`src/line_rasterizer_assert.svh`:
```
// ---------------------------------------------------------------------------
// line_rasterizer assertion macros
// Clocked implication checks used by the rasterizer RTL.
// ---------------------------------------------------------------------------
`ifndef LINE_RASTERIZER_ASSERT_SVH
`define LINE_RASTERIZER_ASSERT_SVH

// same-cycle implication, disabled while reset is low
`define LR_ASSERT_SAME(label, clk, rst_n, ante, cons, msg) \
	label: assert property (@(posedge clk) disable iff (!rst_n) (ante) |-> (cons)) \
		else $error(msg);

// next-cycle implication, disabled while reset is low
`define LR_ASSERT_NEXT(label, clk, rst_n, ante, cons, msg) \
	label: assert property (@(posedge clk) disable iff (!rst_n) (ante) |=> (cons)) \
		else $error(msg);

`endif

```
`src/lr_pkg.sv`:
```
// ---------------------------------------------------------------------------
// lr_pkg
// Types and constants shared by the line rasterizer modules.
// ---------------------------------------------------------------------------
`timescale 1ns / 1ps

package lr_pkg;

	localparam int COORD_W  = 12;          // coordinate width, two's complement
	localparam int COLOR_W  = 24;
	localparam int STEP_W   = COORD_W + 2; // 2*dx, 2*|dy| and their differences
	localparam int DT_W     = COORD_W + 4; // decision term and ALU width
	localparam int BURST    = 64;          // pixels per start beat
	localparam int BURST_W  = $clog2(BURST);

	typedef logic signed [COORD_W-1:0] coord_t;

	typedef struct packed {
		coord_t              start_x;
		coord_t              start_y;
		coord_t              end_x;
		coord_t              end_y;
		logic [COLOR_W-1:0]  line_color;
	} seg_t;

	typedef struct packed {
		coord_t              pixel_x;
		coord_t              pixel_y;
		logic [COLOR_W-1:0]  pixel_color;
		logic                last_pixel;
	} pix_t;

	typedef enum logic [1:0] {
		MODE_SHALLOW_UP   = 2'd0,
		MODE_STEEP_UP     = 2'd1,
		MODE_STEEP_DOWN   = 2'd2, // also zero length
		MODE_SHALLOW_DOWN = 2'd3  // also horizontal
	} lr_mode_t;

	typedef enum logic [3:0] {
		S_IDLE,
		S_DX,
		S_DY,
		S_ADY,
		S_CMP,
		S_INIT,
		S_KT,
		S_KP,
		S_RUN,
		S_HOLD
	} lr_state_t;

	typedef struct packed {
		logic sub;
	} alu_ctl_t;

	typedef struct packed {
		logic neg;
		logic zero;
	} alu_flags_t;

endpackage

```
`src/lr_alu.sv`:
```
// ---------------------------------------------------------------------------
// lr_alu
// Shared add/subtract unit with sign and zero flags.
// ---------------------------------------------------------------------------
`timescale 1ns / 1ps

module lr_alu (
	input  logic signed [lr_pkg::DT_W-1:0] a,
	input  logic signed [lr_pkg::DT_W-1:0] b,
	input  lr_pkg::alu_ctl_t               ctl,
	output logic signed [lr_pkg::DT_W-1:0] sum,
	output lr_pkg::alu_flags_t             flags
);

	logic [lr_pkg::DT_W-1:0] b_eff;

	// a - b as a + ~b + 1
	assign b_eff      = ctl.sub ? ~b : b;
	assign sum        = a + b_eff + lr_pkg::DT_W'(ctl.sub);
	assign flags.neg  = sum[lr_pkg::DT_W-1];
	assign flags.zero = (sum == '0);

endmodule

```
`src/line_rasterizer.sv`:
```
// ---------------------------------------------------------------------------
// line_rasterizer
// Bresenham line drawing: one segment in, its pixels out in x order.
// ---------------------------------------------------------------------------
// Usage:
//  - Command beat: seg is taken at a rising edge with start high and busy low.
//  - Result beats: pix is valid for exactly one cycle while pix_strobe is high;
//    the receiver cannot stall, so every strobe must be consumed.
//  - Setup runs on the shared adder: dx, dy, |dy|, octant compare, initial
//    decision term, two per-pixel increments; dx is redone when the endpoints
//    are swapped. Then one pixel per cycle within a burst, each presented in
//    the cycle after it is stepped. busy stays high until the final pixel of
//    a burst is stepped; the single decision-term add per cycle sets the rate.
//  - Segments longer than 64 pixels come out in bursts of 64: busy drops after
//    each burst and the next start beat only resumes the segment, its payload
//    is dropped. The last pixel of the segment carries last_pixel.
//  - Reset (arst_n low) returns to idle with no strobe; no clearing pass.
//  - A new command may be taken in the cycle the final pixel is presented.
// ---------------------------------------------------------------------------
`timescale 1ns / 1ps

module line_rasterizer (
	input  logic          clk,
	input  logic          arst_n,
	input  logic          start,
	input  lr_pkg::seg_t  seg,
	output logic          busy,
	output logic          pix_strobe,
	output lr_pkg::pix_t  pix
);

`include "line_rasterizer_assert.svh"

	localparam int CW = lr_pkg::COORD_W;
	localparam int DW = lr_pkg::DT_W;
	localparam int SW = lr_pkg::STEP_W;

	// sequencer
	lr_pkg::lr_state_t state_q, state_d;
	logic [lr_pkg::BURST_W-1:0] cnt_q;

	// segment registers
	lr_pkg::coord_t sx_q, sy_q, ex_q, ey_q;
	logic [lr_pkg::COLOR_W-1:0] color_q;
	logic signed [CW:0]   dx_q, dy_q, ady_q;
	logic signed [SW-1:0] step_major_q, step_minor_q;
	logic signed [SW-1:0] inc_take_q, inc_plain_q;
	logic signed [DW-1:0] decision_q;
	lr_pkg::coord_t       stop_q, cur_x_q, cur_y_q;
	lr_pkg::lr_mode_t     mode_q;

	// output register
	lr_pkg::pix_t result_q;
	logic         strobe_q;

	// shared adder
	logic signed [DW-1:0] alu_a, alu_b, alu_sum;
	lr_pkg::alu_ctl_t     alu_ctl;
	lr_pkg::alu_flags_t   alu_flags;

	logic accept;
	logic even_mode, shallow_mode, take, run_last, dy_pos, dx_gt;
	lr_pkg::coord_t major_coord;

	lr_alu u_alu (
		.a     (alu_a),
		.b     (alu_b),
		.ctl   (alu_ctl),
		.sum   (alu_sum),
		.flags (alu_flags)
	);

	assign accept = start && !busy;

	// per-pixel decisions and octant compare flags
	always_comb begin
		even_mode    = (mode_q == lr_pkg::MODE_SHALLOW_UP) ||
		               (mode_q == lr_pkg::MODE_STEEP_DOWN);
		shallow_mode = (mode_q == lr_pkg::MODE_SHALLOW_UP) ||
		               (mode_q == lr_pkg::MODE_SHALLOW_DOWN);
		take         = even_mode ? (!decision_q[DW-1] && decision_q != '0)
		                         : decision_q[DW-1];
		major_coord  = shallow_mode ? cur_x_q : cur_y_q;
		run_last     = (major_coord == stop_q);
		dy_pos       = !dy_q[CW] && (dy_q != '0);
		dx_gt        = !alu_flags.neg && !alu_flags.zero;
	end

	// next state
	always_comb begin
		state_d = state_q;
		unique case (state_q)
			lr_pkg::S_IDLE: if (start) state_d = lr_pkg::S_DX;
			lr_pkg::S_DX:   if (!alu_flags.neg) state_d = lr_pkg::S_DY;
			lr_pkg::S_DY:   state_d = lr_pkg::S_ADY;
			lr_pkg::S_ADY:  state_d = lr_pkg::S_CMP;
			lr_pkg::S_CMP:  state_d = lr_pkg::S_INIT;
			lr_pkg::S_INIT: state_d = lr_pkg::S_KT;
			lr_pkg::S_KT:   state_d = lr_pkg::S_KP;
			lr_pkg::S_KP:   state_d = lr_pkg::S_RUN;
			lr_pkg::S_RUN: begin
				if (run_last)
					state_d = lr_pkg::S_IDLE;
				else if (cnt_q == lr_pkg::BURST_W'(lr_pkg::BURST - 1))
					state_d = lr_pkg::S_HOLD;
			end
			lr_pkg::S_HOLD: if (start) state_d = lr_pkg::S_RUN;
			default:        state_d = lr_pkg::S_IDLE;
		endcase
	end

	// sequencer outputs: busy and adder operands
	always_comb begin
		busy        = 1'b1;
		alu_a       = '0;
		alu_b       = '0;
		alu_ctl.sub = 1'b0;
		unique case (state_q)
			lr_pkg::S_IDLE, lr_pkg::S_HOLD: busy = 1'b0;
			lr_pkg::S_DX: begin
				alu_a       = DW'(ex_q);
				alu_b       = DW'(sx_q);
				alu_ctl.sub = 1'b1;
			end
			lr_pkg::S_DY: begin
				alu_a       = DW'(ey_q);
				alu_b       = DW'(sy_q);
				alu_ctl.sub = 1'b1;
			end
			lr_pkg::S_ADY: begin
				alu_b       = DW'(dy_q);
				alu_ctl.sub = dy_q[CW];
			end
			lr_pkg::S_CMP: begin
				alu_a       = DW'(dx_q);
				alu_b       = DW'(ady_q);
				alu_ctl.sub = 1'b1;
			end
			lr_pkg::S_INIT: begin
				alu_ctl.sub = 1'b1;
				unique case (mode_q)
					lr_pkg::MODE_SHALLOW_UP: begin
						alu_a = DW'(ady_q) <<< 1;
						alu_b = DW'(dx_q);
					end
					lr_pkg::MODE_SHALLOW_DOWN: begin
						alu_a = DW'(dx_q);
						alu_b = DW'(ady_q) <<< 1;
					end
					lr_pkg::MODE_STEEP_UP: begin
						alu_a = DW'(ady_q);
						alu_b = DW'(dx_q) <<< 1;
					end
					lr_pkg::MODE_STEEP_DOWN: begin
						alu_a = DW'(dx_q) <<< 1;
						alu_b = DW'(ady_q);
					end
					default: ;
				endcase
			end
			lr_pkg::S_KT: begin
				// net change when the minor axis steps too
				alu_a       = even_mode ? DW'(step_major_q) : DW'(step_minor_q);
				alu_b       = even_mode ? DW'(step_minor_q) : DW'(step_major_q);
				alu_ctl.sub = 1'b1;
			end
			lr_pkg::S_KP: begin
				alu_b       = DW'(step_major_q);
				alu_ctl.sub = !even_mode;
			end
			lr_pkg::S_RUN: begin
				alu_a = decision_q;
				alu_b = take ? DW'(inc_take_q) : DW'(inc_plain_q);
			end
			default: ;
		endcase
	end

	// control registers
	always_ff @(posedge clk or negedge arst_n) begin
		if (!arst_n) begin
			state_q  <= lr_pkg::S_IDLE;
			cnt_q    <= '0;
			strobe_q <= 1'b0;
		end else begin
			state_q  <= state_d;
			strobe_q <= (state_q == lr_pkg::S_RUN);
			if (accept)
				cnt_q <= '0;
			else if (state_q == lr_pkg::S_RUN)
				cnt_q <= cnt_q + lr_pkg::BURST_W'(1);
		end
	end

	// datapath registers
	always_ff @(posedge clk) begin
		if (accept && state_q == lr_pkg::S_IDLE) begin
			sx_q    <= seg.start_x;
			sy_q    <= seg.start_y;
			ex_q    <= seg.end_x;
			ey_q    <= seg.end_y;
			color_q <= seg.line_color;
		end

		unique case (state_q)
			lr_pkg::S_DX: begin
				if (alu_flags.neg) begin
					sx_q <= ex_q;
					ex_q <= sx_q;
					sy_q <= ey_q;
					ey_q <= sy_q;
				end else begin
					dx_q <= alu_sum[CW:0];
				end
			end
			lr_pkg::S_DY:  dy_q  <= alu_sum[CW:0];
			lr_pkg::S_ADY: ady_q <= alu_sum[CW:0];
			lr_pkg::S_CMP: begin
				if (dy_pos)
					mode_q <= dx_gt ? lr_pkg::MODE_SHALLOW_UP : lr_pkg::MODE_STEEP_UP;
				else
					mode_q <= dx_gt ? lr_pkg::MODE_SHALLOW_DOWN : lr_pkg::MODE_STEEP_DOWN;
				step_major_q <= dx_gt ? (SW'(ady_q) <<< 1) : (SW'(dx_q) <<< 1);
				step_minor_q <= dx_gt ? (SW'(dx_q) <<< 1) : (SW'(ady_q) <<< 1);
				stop_q       <= dx_gt ? ex_q : ey_q;
				cur_x_q      <= sx_q;
				cur_y_q      <= sy_q;
			end
			lr_pkg::S_INIT: decision_q  <= alu_sum;
			lr_pkg::S_KT:   inc_take_q  <= alu_sum[SW-1:0];
			lr_pkg::S_KP:   inc_plain_q <= alu_sum[SW-1:0];
			lr_pkg::S_RUN: begin
				result_q.pixel_x     <= cur_x_q;
				result_q.pixel_y     <= cur_y_q;
				result_q.pixel_color <= color_q;
				result_q.last_pixel  <= run_last;
				if (!run_last) begin
					decision_q <= alu_sum;
					unique case (mode_q)
						lr_pkg::MODE_SHALLOW_UP: begin
							cur_x_q <= cur_x_q + CW'(1);
							if (take) cur_y_q <= cur_y_q + CW'(1);
						end
						lr_pkg::MODE_SHALLOW_DOWN: begin
							cur_x_q <= cur_x_q + CW'(1);
							if (take) cur_y_q <= cur_y_q - CW'(1);
						end
						lr_pkg::MODE_STEEP_UP: begin
							cur_y_q <= cur_y_q + CW'(1);
							if (take) cur_x_q <= cur_x_q + CW'(1);
						end
						lr_pkg::MODE_STEEP_DOWN: begin
							cur_y_q <= cur_y_q - CW'(1);
							if (take) cur_x_q <= cur_x_q + CW'(1);
						end
						default: ;
					endcase
				end
			end
			default: ;
		endcase
	end

	assign pix_strobe = strobe_q;
	assign pix        = result_q;

	// assertion helpers
	logic in_setup, burst_end, last_beat;
	assign in_setup  = (state_q == lr_pkg::S_DY) || (state_q == lr_pkg::S_ADY) ||
	                   (state_q == lr_pkg::S_CMP) || (state_q == lr_pkg::S_INIT);
	assign burst_end = (state_q == lr_pkg::S_RUN) && !run_last &&
	                   (cnt_q == lr_pkg::BURST_W'(lr_pkg::BURST - 1));
	assign last_beat = pix_strobe && pix.last_pixel;

	// every stepping cycle presents exactly one beat next cycle
	`LR_ASSERT_NEXT(a_run_strobes, clk, arst_n, state_q == lr_pkg::S_RUN, pix_strobe, "no beat")
	// the final pixel always leaves the sequencer idle
	`LR_ASSERT_SAME(a_last_idle, clk, arst_n, last_beat, state_q == lr_pkg::S_IDLE, "not idle")
	// a full burst without the final pixel parks in hold
	`LR_ASSERT_NEXT(a_burst_hold, clk, arst_n, burst_end, state_q == lr_pkg::S_HOLD, "no hold")
	// no beat appears in the dy, |dy|, compare and init setup steps
	`LR_ASSERT_SAME(a_setup_quiet, clk, arst_n, in_setup, !pix_strobe, "beat during setup")

endmodule

```
`config.mk`:
```
export PLATFORM = sky130hd
export DESIGN_NAME = line_rasterizer
export DESIGN_NICKNAME = d
export VERILOG_FILES = /design/src/lr_pkg.sv /design/src/lr_alu.sv /design/src/line_rasterizer.sv
export VERILOG_INCLUDE_DIRS = /design/src /design/src/src
export SDC_FILE = /design/constraint.sdc
export NUM_CORES = 1
export LEC_CHECK = 0
export ABC_CLOCK_PERIOD_IN_PS = 10740
export BUFFER_PORTS_ARGS = -buffer_cell sky130_fd_sc_hd__buf_2
export CAP_MARGIN = 20
export CORE_MARGIN = 2
export CORE_UTILIZATION = 46
export DETAILED_ROUTE_END_ITERATION = 8
export PLACE_DENSITY = 0.66
export SYNTH_ARGS = -nofsm -noshare
export SYNTH_HDL_FRONTEND = slang
export SYNTH_SLANG_ARGS = --single-unit
```
`constraint.sdc`:
```
create_clock -name clk -period 10.74 [get_ports clk]
set_input_delay 1.611 -clock clk [delete_from_list [all_inputs] [get_ports clk]]
set_output_delay 1.611 -clock clk [all_outputs]
set_load 0.02 [all_outputs]
```
== After elaboration in Yosys (flattened, before gate mapping) ==
Index checks and enable logic that the tools add are counted.
W data, S select, Z words.
Cells by class
  $add $sub $neg: 6
  multiply operators: 0
  divide/modulo/power cells: 0
  order comparisons: 0
  equality and inequality tests: 22
  shift operators: 0
  mux-type cells: 49
  bitwise gates (word level): 2
  reduce and logical (&&, ||, !) cells: 29
Operator list (number)
  $mux W12: 19
  $pmux W16 S4: 2
  $pmux W16 S8: 1
  $pmux W16 S6: 1
  $mux W16: 5
  $pmux W12 S2: 3
  $pmux W12 S4: 1
  $pmux W4 S10: 1
  $pmux W16 S2: 1
  $mux W14: 2
  $add A12 B2 Y12 const B: 2
  $mux W4: 5
  $add A16 B1 Y16: 1
  $add A16 B16 Y16: 1
  $eq A4 B3 Y1 const B: 4
  $logic_not A16 Y1: 1
  $not A16 Y16: 1
  $reduce_bool A16 Y1: 1
  $reduce_bool A13 Y1: 1
  $eq A12 B12 Y1: 1
  $mux W6: 2
  $sub A12 B2 Y12 const B: 1
  $ne A3 B3 Y1 const B: 3
  $eq A4 B2 Y1 const B: 2
  other kinds (23): 46
Word-level totals
  register bits: 281
  latch bits: 0
  RAM bits: 0
  bits in read-only memories: 0
  memories: 0

== Logic depth before layout (Yosys ltp) ==
Gate-level depths: netlist of the first run.
  depth in word-level cells: 14
  gate-level depth with buffers: 24

== Hierarchy ==
Synthesis of the first run repeated with hierarchy kept, for this count alone.
Second synthesis, totals
  cells, all modules: 1161
  area, all modules: 13989.7 µm²
By module, submodules not included
  line_rasterizer: instances 1, cells each 1038, area an instance 13036.3 µm²
  lr_alu: instances 1, cells each 123, area an instance 953.4 µm²

== Worst setup path after synthesis of the first run ==
No wires, ideal clock.
  path type: register to register
  start: register state_q[2]
  end: register step_minor_q[10], data pin
  data arrival time: 5.870 ns
  path slack: 4.610 ns
  cell stages (with the launch flop): 23
  path through: dfrtp_1 > buf_2 > nor2b_1 > nand2_1 > inv_2 > clkbuf_1 > clkbuf_1 > a22oi_1 > nand2_1 > a21oi_1 > o21ai_0 > ha_1 > a21oi_1 > o21ai_0 > a21oi_1 > xnor2_1 > or4_1 > or4_1 > nor3_2 > a41oi_2 > buf_6 > buf_6 > mux2_4
On the way
  word-level cells in the longest chain between the ends: 10
  elaborated cells between the ends (all ways): 21
  classes of those cells: add/sub: 2; eq/ne: 8; mux: 5; bitwise: 1; reduce/logical: 5
RTL lines
  start, declared: line line_rasterizer.sv:39  | lr_pkg::lr_state_t state_q, state_d;
  start signal, assigned: line line_rasterizer.sv:182  | state_q <= lr_pkg::S_IDLE;
  start signal, assigned: line line_rasterizer.sv:186  | state_q <= state_d;
  $eq A4 B2 Y1, or another cell as far along: line line_rasterizer.sv:118  | unique case (state_q)
  $reduce_or A5 Y1 (no line) or $pmux W16 S8 (tied branches)
  $pmux W1 S3 or $not A16 Y16 (tied branches): line line_rasterizer.sv:118, lr_alu.sv:18
  $mux W16: line lr_alu.sv:18  | assign b_eff = ctl.sub ? ~b : b;
  $add A16 B16 Y16: line lr_alu.sv:19  | assign sum = a + b_eff + lr_pkg::DT_W'(ctl.sub);
  $add A16 B1 Y16 *: line lr_alu.sv:19
  net alu_sum[6]: line line_rasterizer.sv:57  | logic signed [DW-1:0] alu_a, alu_b, alu_sum;
  $logic_not A16 Y1 *: line lr_alu.sv:21  | assign flags.zero = (sum == '0);
  $logic_not A1 Y1 *: line line_rasterizer.sv:86  | dx_gt = !alu_flags.neg && !alu_flags.zero;
  $logic_and A1 B1 Y1 *: line line_rasterizer.sv:86
  $mux W14 *: line line_rasterizer.sv:224  | step_minor_q <= dx_gt ? (SW'(dx_q) <<< 1) : (SW'(ady_q) <<< 1);
  end signal, assigned: line line_rasterizer.sv:224
  end, declared: line line_rasterizer.sv:46  | logic signed [SW-1:0] step_major_q, step_minor_q;
The timed path passes the listed nets; every way through them passes the cells marked *.
A chain may end at the register's enable or synchronous reset.

== Worst setup path in the final report of the first run ==
  start: register state_q[0]
  end: register stop_q[4], data pin
On the way
  word-level cells in the longest chain between the ends: 10
  elaborated cells between the ends (all ways): 21
  classes of those cells: add/sub: 2; eq/ne: 8; mux: 5; bitwise: 1; reduce/logical: 5
RTL lines
  $eq A4 B2 Y1, or another cell as far along: line line_rasterizer.sv:118
  $reduce_or A5 Y1 (no line) or $pmux W16 S8 (tied branches)
  $pmux W1 S3 or $not A16 Y16 (tied branches): line line_rasterizer.sv:118, lr_alu.sv:18
  $mux W16: line lr_alu.sv:18
  $add A16 B16 Y16: line lr_alu.sv:19
  $add A16 B1 Y16 *: line lr_alu.sv:19
  $logic_not A16 Y1: line lr_alu.sv:21
  $logic_not A1 Y1: line line_rasterizer.sv:86
  $logic_and A1 B1 Y1 *: line line_rasterizer.sv:86
  $mux W12 *: line line_rasterizer.sv:225  | stop_q <= dx_gt ? ex_q : ey_q;
  end signal, assigned: line line_rasterizer.sv:225
  end, declared: line line_rasterizer.sv:49  | lr_pkg::coord_t stop_q, cur_x_q, cur_y_q;
Every way passes the cells marked *; elsewhere a longest branch is shown, timed or not.

==> flow_summary.toml, run 1 <==
[grt]
grt_max_degree = 98
groute.usage.overall = 0.249
grt_pass1_vias = 9973
grt_pass1_wl_mm = 60.1
antenna_found_initial = 2
grt-ovfl-total = 0

[timing]
setup_violations = 0
fin_ws_ns = 3.35
min_period_ns = 7.39
worst_slew_pin_slew_ns = 1.03
tns_ns = 0
fmax_ghz = 0.135
fin_skew_ns = 0.0117
period_share = 0.688
slew_violations = 0
max_slew_margin = 0.307
rsz0062_at_grt = "false"
hold_viol_final = 0

[logic_synthesis]
seq_area_frac_synth = 0.561
syn_avg_cell_area_um2 = 11.4
synth_nets = 1335
syn_area_um2 = 14000
synthMuxAreaShare = 0.0623
ys_warn_count = 0
synth_enable_flop_cells = 220
synthAdderAreaFrac = 0.0306
synth_top_family_by_area = "compound AO/OA/AOI/OAI gates"
yosys.area_share.simple = 0.116
ys_ff_latch = 279
synth_ff_type = "edfxtp_1"
synth_compound_area_frac = 0.157
ys_async_sr_fraction = 0.0394
netlist_instances = 1227
ys_types = 74
synthXorXnorAreaFrac = 0.0420

[floorplan]
pin_count = 126
initial_core_util = 0.469
core_area_um2 = 29800
die_area_um2 = 31800
row_count = 63
die_w_um = 178
die_h_um = 178

[cts]
cts_hold_buf = 0
cts_max_level = 1
clkSinkCount = 279
ctsResizeCount = 0
cts_buffers = 31
clkLatencyLatePin_ns = 0.56
cts_root_buffer = "clkbuf_16"
cts_buffer_depth = 3
cts_tree = "done"
post_cts_buffers = 0
clk_pin_slew_ns = 0.06

[worst_hold_path]
hold_depth = 0
hp-class = "flip-flop to flip-flop"
min_to = "pix[23]"
hold_start = "color_q[22]"

[setup_path]
cp_cell_sequence = "or4b_2, clkinv_2, buf_4, and4_1, mux2i_1, and3_2, o22a_1, fa_1, a21oi_1, o211ai_1, a31oi_1, nor3_1, a211oi_1, mux2i_1, or4_1, nor3_2, a41oi_4, buf_4, mux2_2"
crit_path_end_kind = "flip-flop"
startpoint_type = "flip-flop"
crit_path_max_fanout = 43
critPathSlowestCell = "a41oi_4"
worstPathArrival_ns = 7.69
r2r_end = "stop_q[4]"
r2r_cells = 19
required_ns = 11.04
critPathMaxStageDelay_ns = 0.84
r2r_slack_ns = 3.35
worstSetupPathType = "flip-flop to flip-flop"
r2r_start = "state_q[0]"

[flow_run]
drv_cap = 0

[finish]
fin_util = 0.534
mostFrequentLayoutCells = "edfxtp_1 (220), nand2_1 (165), buf_2 (125)"
syn2layout_area_growth_pct = 14.0
fin_nets = 1436
drive_above_1_share = 0.196
stdcell_area_um2 = 15900
layout_commonest_cell = "edfxtp_1"

[route]
first_pass_iters = 9
finalWirelength_mm = 39.1
ant_nets = 0
drc = 0
dr.first_iter.drc_count = 1292
vias = 10600
avgRoutedWirePerCell_um = 22.4
viasPerCell = 6.10

[place]
placed_cell_area_um2 = 15000
place_congestion = 0.894
port_buffers = 125
place_worst_setup_slack_ns = 3.45
dp_hpwl_mm = 27.0

[outcome]
status = "completed"
[metrics by stage]
stage               instances  hold slack (ns)
floorplan                1227            0.400
global placement         1685            0.400
detailed placement       1685            0.405
CTS                      1740            0.415
global route             1742            0.415
finish                   1742            0.415
[metal layers]
| metal | vias up | wire, um | global-route usage |
|---|---|---|---|
| met2 | 563 | 18000 | 0.398 |
| li1 | 4862 | - | - |
| met5 | - | 0 | 0 |
| met3 | 84 | 3340 | 0.0416 |
| met4 | 0 | 1300 | 0.0816 |
| met1 | 5116 | 16400 | 0.347 |
[sequential cells by signal, indices dropped and copies added, names as in the netlist, 13 cells and up]
register      flops
pix              49
color_q          24
decision_q       16
inc_plain_q      14
inc_take_q       14
ady_q            13
dx_q             13
dy_q             13
step_major_q     13
step_minor_q     13
[how the worst max path moves through the flow]
| stage | from | end | slack [ns] | cells after the start |
|---|---|---|---|---|
| finish | state_q[0] | stop_q[4] | 3.35 | 19 |
| global route | state_q[2] | step_major_q[4] | 2.86 | 21 |
| CTS | state_q[0] | stop_q[6] | 3.43 | 19 |
| detailed placement | state_q[0] | step_major_q[8] | 3.45 | 19 |
| global placement | state_q[0] | stop_q[6] | 3.56 | 19 |
| floorplan | state_q[2] | step_minor_q[10] | 4.61 | 22 |
[kinds of logic after synthesis]
kind of cell,count (synthesis)
DFF,279
and+or+nand+nor,355
adders and majority gates,33
buffers and inverters,104
AOI/OAI and AO/OA,312
xor gates and xnor gates,67
muxes,77
[cell type report]
class	count	area, um2
fillers	2587	13900
flip-flops and latches	279	7840
multi-input cells	844	5740
clock buffers	41	845
repair buffers	147	791
well taps	390	488
clock inverters	14	120
inverters	25	95.1
diodes	2	5.00
[synthesized netlist by cell type, types with 13 or more instances]
cell type	n	area (um2)
edfxtp_1	220	6610
nand2_1	165	619
nor2_1	101	379
a21oi_1	63	315
clkbuf_1	55	206
a31oi_1	50	313
o21ai_0	49	245
dfxtp_1	48	961
xnor2_1	42	368
mux2_2	40	450
ha_1	31	388
mux2i_1	27	270
a222oi_1	25	250
xor2_1	25	219
a22oi_1	24	180
inv_1	23	86.3
a22o_1	13	114
o221ai_1	13	114
[worst max-delay path: cells and delay by family (launching register included)]
family          cells  cell delay (ns)
flops               1             0.62
mux                 3             0.70
fa+ha+maj           1             0.40
compound gates      6             2.24
simple gates        6             1.60
buf+inv             3             1.53
Power of run 1 is not shown: default switching activity piles up to over one toggle a cycle in this logic, so the estimate is an artifact.
==> run 2: changes to the inputs <==
--- a/config.mk
+++ b/config.mk
@@ -6,7 +6,8 @@
 export SDC_FILE = /design/constraint.sdc
 export NUM_CORES = 1
 export LEC_CHECK = 0
-export ABC_CLOCK_PERIOD_IN_PS = 10740
+export ABC_AREA = 1
+export ABC_CLOCK_PERIOD_IN_PS = 7700
 export BUFFER_PORTS_ARGS = -buffer_cell sky130_fd_sc_hd__buf_2
 export CAP_MARGIN = 20
 export CORE_MARGIN = 2
==> constraint.sdc (replaced) <==
create_clock -name clk -period 7.7 [get_ports clk]
set_input_delay 1.155 -clock clk [delete_from_list [all_inputs] [get_ports clk]]
set_output_delay 1.155 -clock clk [all_outputs]
set_load 0.02 [all_outputs]
==> flow_summary.toml, run 2 <==
[outcome]
status = "completed"

[setup_path]
critPathSlowestCell = "xor2_1"
required_ns = 7.99
worstSetupPathType = "flip-flop to flip-flop"
startpoint_type = "flip-flop"
crit_path_max_fanout = 39
crit_path_end_kind = "flip-flop"
worstPathArrival_ns = 6.82
critPathMaxStageDelay_ns = 0.67
cpMostUsedCell = "nand2_1"

[logic_synthesis]
yosysTopAreaCellShare = 0.465
syn_area_um2 = 14200
synthTopCellsByCount = "nand2_1 (313), edfxtp_1 (220), o21ai_0 (176)"
seq_area_frac_synth = 0.552
synth_top_area_cell = "edfxtp_1"
ys_top_cells_by_area = "edfxtp_1 (47%), nand2_1 (8.3%), dfxtp_1 (6.8%)"
ys_ff_latch = 279
syn_avg_cell_area_um2 = 9.31
synth_enable_flop_cells = 220
synth_nets = 1633
ys_types = 51
synth_ff_type = "edfxtp_1"
ys_async_sr_fraction = 0.0394
netlist_instances = 1525
synth.most_common_cell = "nand2_1"
ys_warn_count = 0

[timing]
fin_skew_ns = 0.0278
max_slew_margin = 0.378
min_period_ns = 6.53
fmax_ghz = 0.153
setup_violations = 0
worst_slew_pin_slew_ns = 0.930
hold_viol_final = 0
period_share = 0.848
rsz0062_at_grt = "false"
slew_violations = 0
tns_ns = 0

[cts]
clkLatencyLatePin_ns = 0.57
ctsResizeCount = 0
cts_root_buffer = "clkbuf_16"
cts_hold_buf = 0
cts_tree = "done"
cts_max_level = 1
post_cts_buffers = 0
clkSinkCount = 279
cts_buffers = 31
clk_pin_slew_ns = 0.06
cts_buffer_depth = 3

[grt]
met3_usage = 0.0440
grt_max_degree = 99
antenna_found_initial = 1
use_met1 = 0.373
grt_use_met2 = 0.392
grt_pass1_vias = 11300
grt_pass1_wl_mm = 65.6
groute.usage.overall = 0.257
top_usage_layer = "met2"
grt-ovfl-total = 0

[route]
dr.first_iter.drc_count = 1689
viasPerCell = 5.83
ant_nets = 0
first_pass_iters = 6
avgRoutedWirePerCell_um = 20.6
drc = 0
finalWirelength_mm = 42.1
vias = 11900

[floorplan]
pin_count = 126
die_area_um2 = 32300
die_h_um = 180
core_area_um2 = 30500
initial_core_util = 0.465
row_count = 64
die_w_um = 180

[place]
dp.cells = 1989
dp_hpwl_mm = 29.8
port_buffers = 125
place_congestion = 0.982

[flow_run]
drv_cap = 0

[finish]
syn2layout_area_growth_pct = 13.6
fin_cells = 2047
drive_above_1_share = 0.141
layout_commonest_cell = "nand2_1"
mostFrequentLayoutCells = "nand2_1 (313), edfxtp_1 (220), o21ai_0 (176)"
largest_reg_flops = 49
fin_nets = 1734

[worst_hold_path]
hp-class = "flip-flop to flip-flop"
run 2: logic make-up (layout without fill, tap and decap cells):
| kind of cell | count (synthesis) | in the layout | synth area share |
|---|---|---|---|
| AO/OA/AOI/OAI | 391 | 391 | 0.163 |
| XOR/XNOR | 44 | 44 | 0.0271 |
| adder cells (fa/ha/maj) | 33 | 33 | 0.0301 |
| buffers and inverters | 241 | 366 | 0.0683 |
| flip-flops | 279 | 279 | 0.552 |
| other | 0 | 1 | 0 |
| AND/OR/NAND/NOR | 537 | 537 | 0.159 |
run 2: area by class of cell:
| type | instances | area (um2) |
|---|---|---|
| fillers | 2760 | 14400 |
| flip-flops and latches | 279 | 7840 |
| multi-input cells | 1005 | 5390 |
| clock buffers | 37 | 828 |
| repair buffers | 142 | 753 |
| inverters | 167 | 628 |
| well taps | 396 | 495 |
| clock inverters | 20 | 189 |
| diodes | 1 | 2.50 |
run 2: path summary, 6_finish.rpt:
path / startpoint / endpoint / slack, ns / depth (start not counted)
min in group asynchronous: arst_n / state_q[3] / 0.48 / 1
worst min register to register: color_q[1] / pix[2] / 0.42 / 0
worst max-delay path: mode_q[0] / stop_q[2] / 1.17 / 31
max in group asynchronous: arst_n / pix_strobe / 6.97 / 1
worst min-delay path: color_q[1] / pix[2] / 0.42 / 0
worst max register to register: mode_q[0] / stop_q[2] / 1.17 / 31
run 2: routing by layer:
| layer | share of wire | wire length, um |
|---|---|---|
| met3 | 0.10 | 4390 |
| met4 | 0.029 | 1240 |
| met1 | 0.42 | 17700 |
| met5 | 0 | 0 |
| met2 | 0.45 | 18700 |
run 2: stage by stage:
step,hold slack (ns),utilization,worst slack [ns],area (um2)
floorplan,0.400,-,2.54,14200
global placement,0.400,0.495,1.57,15100
detailed placement,0.405,0.495,1.37,15100
CTS,0.418,0.529,1.34,16100
global route,0.422,0.529,0.631,16100
finish,0.416,0.529,1.17,16100
run 2: critical path: cells and delay by family (launching register included):
family          cells  cell delay (ns)
buf+inv             4             0.70
fa+ha+maj           2             0.97
compound gates      4             0.98
xor+xnor            2             0.81
flops               1             0.42
simple gates       19             2.36
Power of run 2 is left out for the same reason.
